$ cat config.mk
export PLATFORM = sky130hd
export DESIGN_NAME = bns_div
export DESIGN_NICKNAME = d
export VERILOG_FILES = /design/src/design/bilinear_nearest_image_scaler_unit_defines.svh /design/src/design/bns_div.sv
export SDC_FILE = /design/constraint.sdc
export NUM_CORES = 1
export LEC_CHECK = 0
export BUFFER_PORTS_ARGS = -buffer_cell sky130_fd_sc_hd__buf_2
export CORE_ASPECT_RATIO = 1.4
export CORE_MARGIN = 1.5
export CORE_UTILIZATION = 30
export DETAILED_ROUTE_END_ITERATION = 10
export HOLD_SLACK_MARGIN = 0.12
export PLACE_DENSITY = 0.61
export SLEW_MARGIN = 20
export SYNTH_ARGS = -nofsm -noshare
export SYNTH_HDL_FRONTEND = slang
export SYNTH_SLANG_ARGS = --single-unit
$ cat constraint.sdc
create_clock -name clk_i -period 2.66 [get_ports clk_i]
set_clock_uncertainty 0.2 [all_clocks]
set_input_delay 0.399 -clock clk_i [delete_from_list [all_inputs] [get_ports clk_i]]
set_output_delay 0.399 -clock clk_i [all_outputs]
set_load 0.05 [all_outputs]
$ cat src/design/bilinear_nearest_image_scaler_unit_defines.svh
// Assertion macros used by the scaler top level.
`ifndef BILINEAR_NEAREST_IMAGE_SCALER_UNIT_DEFINES_SVH
`define BILINEAR_NEAREST_IMAGE_SCALER_UNIT_DEFINES_SVH

// Checks that the consequent holds in the same cycle as the antecedent.
`define BNS_ASSERT_IMP(label, clk, rst_n, ante, cons) \
  label: assert property (@(posedge clk) disable iff (!rst_n) (ante) |-> (cons)) \
    else $error("scaler check failed");

// Checks that the consequent holds in the cycle after the antecedent.
`define BNS_ASSERT_NEXT(label, clk, rst_n, ante, cons) \
  label: assert property (@(posedge clk) disable iff (!rst_n) (ante) |=> (cons)) \
    else $error("scaler check failed");

`endif

$ cat src/design/bns_div.sv
// Restoring divider that produces one quotient bit per cycle.
module bns_div #(
  parameter int NW = 25,
  parameter int DW = 13
) (
  input  logic          clk_i,
  input  logic          rst_ni,
  input  logic          start_i,
  input  logic [NW-1:0] num_i,
  input  logic [DW-1:0] den_i,
  output logic          busy_o,
  output logic          done_o,
  output logic [NW-1:0] quo_o
);

  localparam int CW = $clog2(NW + 1);

  logic          busy_q, busy_d, done_q, done_d;
  logic [CW-1:0] cnt_q, cnt_d;
  logic [DW:0]   rem_q, rem_d, rem_sh;
  logic [NW-1:0] quo_q, quo_d;
  logic [DW-1:0] den_q, den_d;

  always_comb begin
    busy_d = busy_q;
    done_d = 1'b0;
    cnt_d  = cnt_q;
    rem_d  = rem_q;
    quo_d  = quo_q;
    den_d  = den_q;
    rem_sh = {rem_q[DW-1:0], quo_q[NW-1]};
    if (start_i && !busy_q) begin
      busy_d = 1'b1;
      cnt_d  = CW'(NW);
      rem_d  = '0;
      quo_d  = num_i;
      den_d  = den_i;
    end else if (busy_q) begin
      if (rem_sh >= {1'b0, den_q}) begin
        rem_d = rem_sh - {1'b0, den_q};
        quo_d = {quo_q[NW-2:0], 1'b1};
      end else begin
        rem_d = rem_sh;
        quo_d = {quo_q[NW-2:0], 1'b0};
      end
      cnt_d = cnt_q - 1'b1;
      if (cnt_q == CW'(1)) begin
        busy_d = 1'b0;
        done_d = 1'b1;
      end
    end
  end

  always_ff @(posedge clk_i or negedge rst_ni) begin
    if (!rst_ni) begin
      busy_q <= 1'b0;
      done_q <= 1'b0;
      cnt_q  <= '0;
    end else begin
      busy_q <= busy_d;
      done_q <= done_d;
      cnt_q  <= cnt_d;
    end
  end

  always_ff @(posedge clk_i) begin
    rem_q <= rem_d;
    quo_q <= quo_d;
    den_q <= den_d;
  end

  assign busy_o = busy_q;
  assign done_o = done_q;
  assign quo_o  = quo_q;

endmodule

==> results of run 1 <==
## routing by layer
layer | track usage | vias to the layer above | share of wire
met2 | 0.231 | 79 | 0.50
met4 | 0.0856 | 0 | 0.029
met3 | 0.0407 | 16 | 0.055
met1 | 0.153 | 1085 | 0.42
li1 | - | 1150 | -
met5 | 0 | - | 0
## cells in the mapped netlist (2+ instances only)
cell type,count,share of area
buf_6,2,0.0072
nand2_1,9,0.011
xor2_1,4,0.011
nor2_1,13,0.016
a22o_1,8,0.023
nand3_1,10,0.016
dfrtp_1,7,0.056
o21ai_2,2,0.0056
nor2b_1,3,0.0060
mux2_2,12,0.043
nor3_1,6,0.0096
o21ai_0,5,0.0080
a21o_1,3,0.0072
mux2_1,13,0.047
o21ai_4,2,0.010
o31a_1,2,0.0056
o21a_1,3,0.0072
dfxtp_1,13,0.084
inv_1,19,0.023
o21ai_1,10,0.016
a2bb2oi_1,2,0.0056
xnor2_1,5,0.014
a2111oi_0,2,0.0056
o31ai_1,4,0.0096
nand4_1,2,0.0040
buf_2,2,0.0032
a21oi_1,8,0.013
a32oi_1,6,0.017
ha_1,15,0.060
a211oi_1,2,0.0048
clkbuf_1,2,0.0024
mux2_4,2,0.0096
edfxtp_1,38,0.37
## power by group through the flow
stage / registers, uW / clock network [uW] / logic (uW)
global placement: 1710 / 0 / 2880
detailed placement: 1700 / 0 / 2930
floorplan: 2360 / 0 / 1680
finish: 1700 / 986 / 3040
CTS: 1700 / 1010 / 2960
global route: 1760 / 1040 / 3280
## stage by stage
step / TNS (ps) / area [um2] / std cells / worst slack (ps)
2_1_floorplan: -205 / 3120 / 256 / -45.2
3_3_place_gp: 0 / 3600 / 454 / 171
3_5_place_dp: 0 / 3600 / 454 / 88.5
4_1_cts: 0 / 4010 / 485 / 53.2
5_1_grt: -80.3 / 4050 / 488 / -40.4
6_report: 0 / 4050 / 488 / 80.7
## sequential cells by signal, summed over array words and instances (netlist names)
signal / cells
rem_q: 13
cnt_q: 5
done_o: 1
busy_o: 1
den_q: 13
quo_o: 25
## how the worst min path moves through the flow
stage / end / from / cells past startpoint / slack (ps)
after global placement: cnt_q[0]$_DFFE_PN0P_ / rst_ni / 1 / 40
final: quo_o[7]$_DFFE_PP_ / num_i[7] / 2 / 150
after global routing: quo_o[11]$_DFFE_PP_ / num_i[11] / 2 / 150
after detailed placement: cnt_q[0]$_DFFE_PN0P_ / rst_ni / 1 / 40
after floorplan: busy_o$_DFF_PN0_ / rst_ni / 0 / -100
after CTS: quo_o[7]$_DFFE_PP_ / num_i[7] / 2 / 140
## kinds of logic after synthesis
family | after synthesis | share of synthesized area
and+or+nand+nor | 49 | 0.0804
muxes | 28 | 0.103
adders and majority gates | 16 | 0.0667
buffers and inverters | 29 | 0.0486
AOI/OAI and AO/OA | 67 | 0.169
DFF | 58 | 0.506
xor gates and xnor gates | 9 | 0.0253
## area by class of cell
class | instances | area, um2 | area share
timing repair buffer | 91 | 566 | 0.140
clock inverter | 5 | 21.3 | 0.00526
sequential | 58 | 1580 | 0.389
clock buffer | 11 | 233 | 0.0575
inverter | 19 | 71.3 | 0.0176
multi-input combinational | 169 | 1410 | 0.349
tap | 135 | 169 | 0.0417
## timing repair
action,in CTS,in global routing
resized for setup,0,5
hold buffers,15,0
hold endpoints to repair,21,0
setup buffers,0,3
endpoints found under the setup margin,0,10
==> results.cfg, run 1 <==
[clocking]
cts_sinks = 58
h-tree-depth = 3
root_buffer = clkbuf_16
cts_buffers = 9
clk_latency_ps = 330
cts_buffer_depth = 2
cts_tree = built
clkTransAtPathRegs_ps = 50

[die]
initial_utilization = 0.311
die_x_um = 89.1
dieArea_mm2 = 0.0110
pin_count = 68
core-area_mm2 = 0.0100
die_h_um = 124
rows = 43

[worst_setup_path]
critical_path.cell_chain = inv_1 -> ha_2 -> inv_2 -> fa_2 -> a211oi_4 -> nor3b_2 -> o21ai_4 -> nand2_4 -> mux2_4 -> a22o_1
cp.required_ps = 2680
critPathMaxFanout = 5
rr_worst_depth = 10
cp-startpoint = quo_o[24]$_DFFE_PP_
crit_slowest_cell = edfxtp_1
criticalPathCategory = flop to flop
r2r_slack_ps = 80
critical_path.max_stage_delay_ps = 420
crit_end = rem_q[5]$_SDFFE_PP0P_
cp-end-kind = flop
r2r_end = rem_q[5]$_SDFFE_PP0P_
crit_family = compound AO/OA/AOI/OAI gates
cp.buffers_inverters = 2
cp.arrival_ps = 2600
rr_startpoint = quo_o[24]$_DFFE_PP_
cp-start-kind = flop
crit_cells = 10

[yosys]
synth.distinct_cells = 53
yosysWarnings = 0
synth_nets = 313
syn_avg_cell_area_um2 = 12.2
synth-edff-count = 38
async_flop_share = 0.121
syn_area_mm2 = 0.00311
synth_cells = 256
synthFlopType = edfxtp_1
synth_seq_cells = 58
synth_seq_area_share = 0.506

[power_and_ir_drop]
p_sw_frac = 0.441
p_sw_uw = 2520
intPower_uw = 3200
seq_power_share = 0.297
power_uw = 5720
comb_power_share = 0.530
ir_drop_mv = 0.787
pwr-share-clk = 0.172
leakage_uw = 0.00167
powerDensity_mw_per_mm2 = 1410

[sta]
finalSetupViolCount = 0
whs_ps = 155
clock.fmax_mhz = 388
fin_crit_sh = 0.970
hold_viol_final = 0
report.final.slew_viol_count = 0
fin_crit_ps = 2580
max-slew-margin-rel = 0.668
tightest_slew_ps = 485

[global_route]
antenna_found_initial = 0
grt_max_degree = 39
gr-total-overflow = 0
first_global_vias = 2434
grtUsageTotal = 0.139
grt_pass1_wl_mm = 11.4

[status]
outcome = finished clean

[route]
drc = 0
drtAntennaViolNets = 0
dr.pass1.iters = 4
vias = 2330
routed_wl_mm = 6.89
viasPerCell = 4.77
wl_per_cell_um = 14.1
first_iter_violations = 126

[final_layout]
n_antenna_cell = 0
area.growth.synth_to_final_pct = 30.0
utilization = 0.404
drive_above_1_share = 0.337
layout_common_cells = buf_2 (67), edfxtp_1 (38), inv_1 (18)
fin_nets = 405
layout_commonest_cell = buf_2
fillCellCount = 985

[min_path]
hp-class = input pin to flop

[place]
portBuffers = 67
gp_congestion = 0.906
dp_hpwl_mm = 4.95

[run]
drv_cap = 0
No activity file was read; power rests on OpenSTA's default activity.
==> inputs of run 2 (changes only) <==
Settings changed: RECOVER_POWER from default to 25.
==> run 2 against run 1 <==
Fmax is essentially flat. First-iteration DRC count is 6.3% higher. Count of clock-buffer cells in the layout unchanged. Critical path type unchanged. Highest routed layer unchanged.
==> results.cfg, run 2 (synthesized netlist as in run 1, its figures left out) <==
[global_route]
grtUsageTotal = 0.139
gr-total-overflow = 0
first_global_vias = 2434
antenna_found_initial = 0
grt_pass1_wl_mm = 11.4
grt_max_degree = 39

[place]
portBuffers = 67
gp_congestion = 0.906
place_area_mm2 = 0.00360
post-place-ws_ps = 88.5
dp_hpwl_mm = 4.95

[sta]
finalWorstSetupSlack_ps = 83.1
clock.fmax_mhz = 388
fin_crit_ps = 2580
fin_crit_sh = 0.969
report.final.slew_viol_count = 0
finalSetupViolCount = 0
tightest_slew_ps = 607
max-slew-margin-rel = 0.597
hold_viol_final = 0

[final_layout]
largest_reg_flops = 25
drive_above_1_share = 0.312
fillCellCount = 989
fin_nets = 405
n_antenna_cell = 0
layout_commonest_cell = buf_2
layout_common_cells = buf_2 (58), edfxtp_1 (38), inv_1 (18)
area.growth.synth_to_final_pct = 29.7
stdcell_area_mm2 = 0.00404
utilization = 0.403

[route]
routed_wl_mm = 6.86
wl_per_cell_um = 14.1
vias = 2332
drc = 0
drtAntennaViolNets = 0
viasPerCell = 4.78
dr.pass1.iters = 4
first_iter_violations = 134

[die]
pin_count = 68
initial_utilization = 0.311
die_h_um = 124
core-area_mm2 = 0.0100
die_x_um = 89.1
rows = 43
dieArea_mm2 = 0.0110

[clocking]
clk_latency_ps = 330
h-tree-depth = 3
cts_sinks = 58
cts_tree = built
cts_buffer_depth = 2
root_buffer = clkbuf_16
cts_buffers = 9
clkTransAtPathRegs_ps = 50

[worst_setup_path]
crit_family = compound AO/OA/AOI/OAI gates
cp.required_ps = 2680
cp.buffers_inverters = 2
cp-end-kind = flop
cp-start-kind = flop
cp.arrival_ps = 2590
crit_slowest_cell = edfxtp_1
critPathMaxFanout = 5
criticalPathCategory = flop to flop
critical_path.max_stage_delay_ps = 420
critical_path.cell_chain = inv_1 -> ha_2 -> inv_2 -> fa_2 -> a211oi_4 -> nor3b_2 -> o21ai_4 -> nand2_4 -> mux2_4 -> a22o_1

[power_and_ir_drop]
leakage_uw = 0.00164
ir_drop_mv = 0.787
powerDensity_mw_per_mm2 = 1410

[min_path]
hp-class = input pin to flop

[run]
drv_cap = 0

[status]
outcome = finished clean
[run 2: changes by cell type in the layout (fill, tap and decap cells not counted), sizes merged]
cell,before,now
buf,76,67
clkbuf,11,20
[run 2: final cells by class]
type / instances / area (um2) / area share
clock inverters: 5 / 21.3 / 0.00527
multi-input cells: 169 / 1410 / 0.350
well taps: 135 / 169 / 0.0418
inverters: 19 / 71.3 / 0.0177
flip-flops and latches: 58 / 1580 / 0.391
clock buffers: 11 / 233 / 0.0577
repair buffers: 91 / 554 / 0.137
[run 2: path summary, 6_finish.rpt]
kind                                   startpoint                     end  slack (ps)  cells after the start
min reg2reg                rem_q[12]$_SDFFE_PP0P_  rem_q[12]$_SDFFE_PP0P_         300                      2
max                           quo_o[24]$_DFFE_PP_   rem_q[5]$_SDFFE_PP0P_          80                     10
min in group asynchronous                  rst_ni    cnt_q[0]$_DFFE_PN0P_         330                      2
max reg2reg                   quo_o[24]$_DFFE_PP_   rem_q[5]$_SDFFE_PP0P_          80                     10
min                                      num_i[7]      quo_o[7]$_DFFE_PP_         160                      2
max in group asynchronous                  rst_ni        done_o$_DFF_PN0_        1660                      2
[run 2: layer usage]
metal,routed length [um],part of all wire,vias up,GRT usage
met4,187,0.027,0,0.0856
met1,2820,0.41,1083,0.153
met3,396,0.058,14,0.0407
met2,3460,0.50,86,0.231
met5,0,0,-,0
li1,-,-,1149,-
[run 2: repair_timing]
item	in CTS	in global routing
hold endpoints to repair	21	0
hold buffers	15	0
setup buffers	0	3
gates resized for setup	0	5
endpoints found under the setup margin	0	10
[run 2: report_power, final]
| part | internal (uW) | switching, uW | total [uW] | leakage, uW |
|---|---|---|---|---|
| Clock | 615 | 371 | 986 | 0.000126 |
| Sequential | 1430 | 270 | 1700 | 0.000564 |
| Combinational | 1140 | 1880 | 3010 | 0.000954 |
| Total | 3180 | 2520 | 5700 | 0.00164 |
[run 2: metrics by stage]
step | setup TNS (ps) | hold WS (ps) | power, uW | instances
6_report | 0 | 155 | 5700 | 488
5_1_grt | -80.3 | 147 | 6070 | 488
4_1_cts | 0 | 143 | 5680 | 485
3_5_place_dp | 0 | 43.6 | 4640 | 454
3_3_place_gp | 0 | 43.3 | 4590 | 454
2_1_floorplan | -205 | -96.6 | 4050 | 256
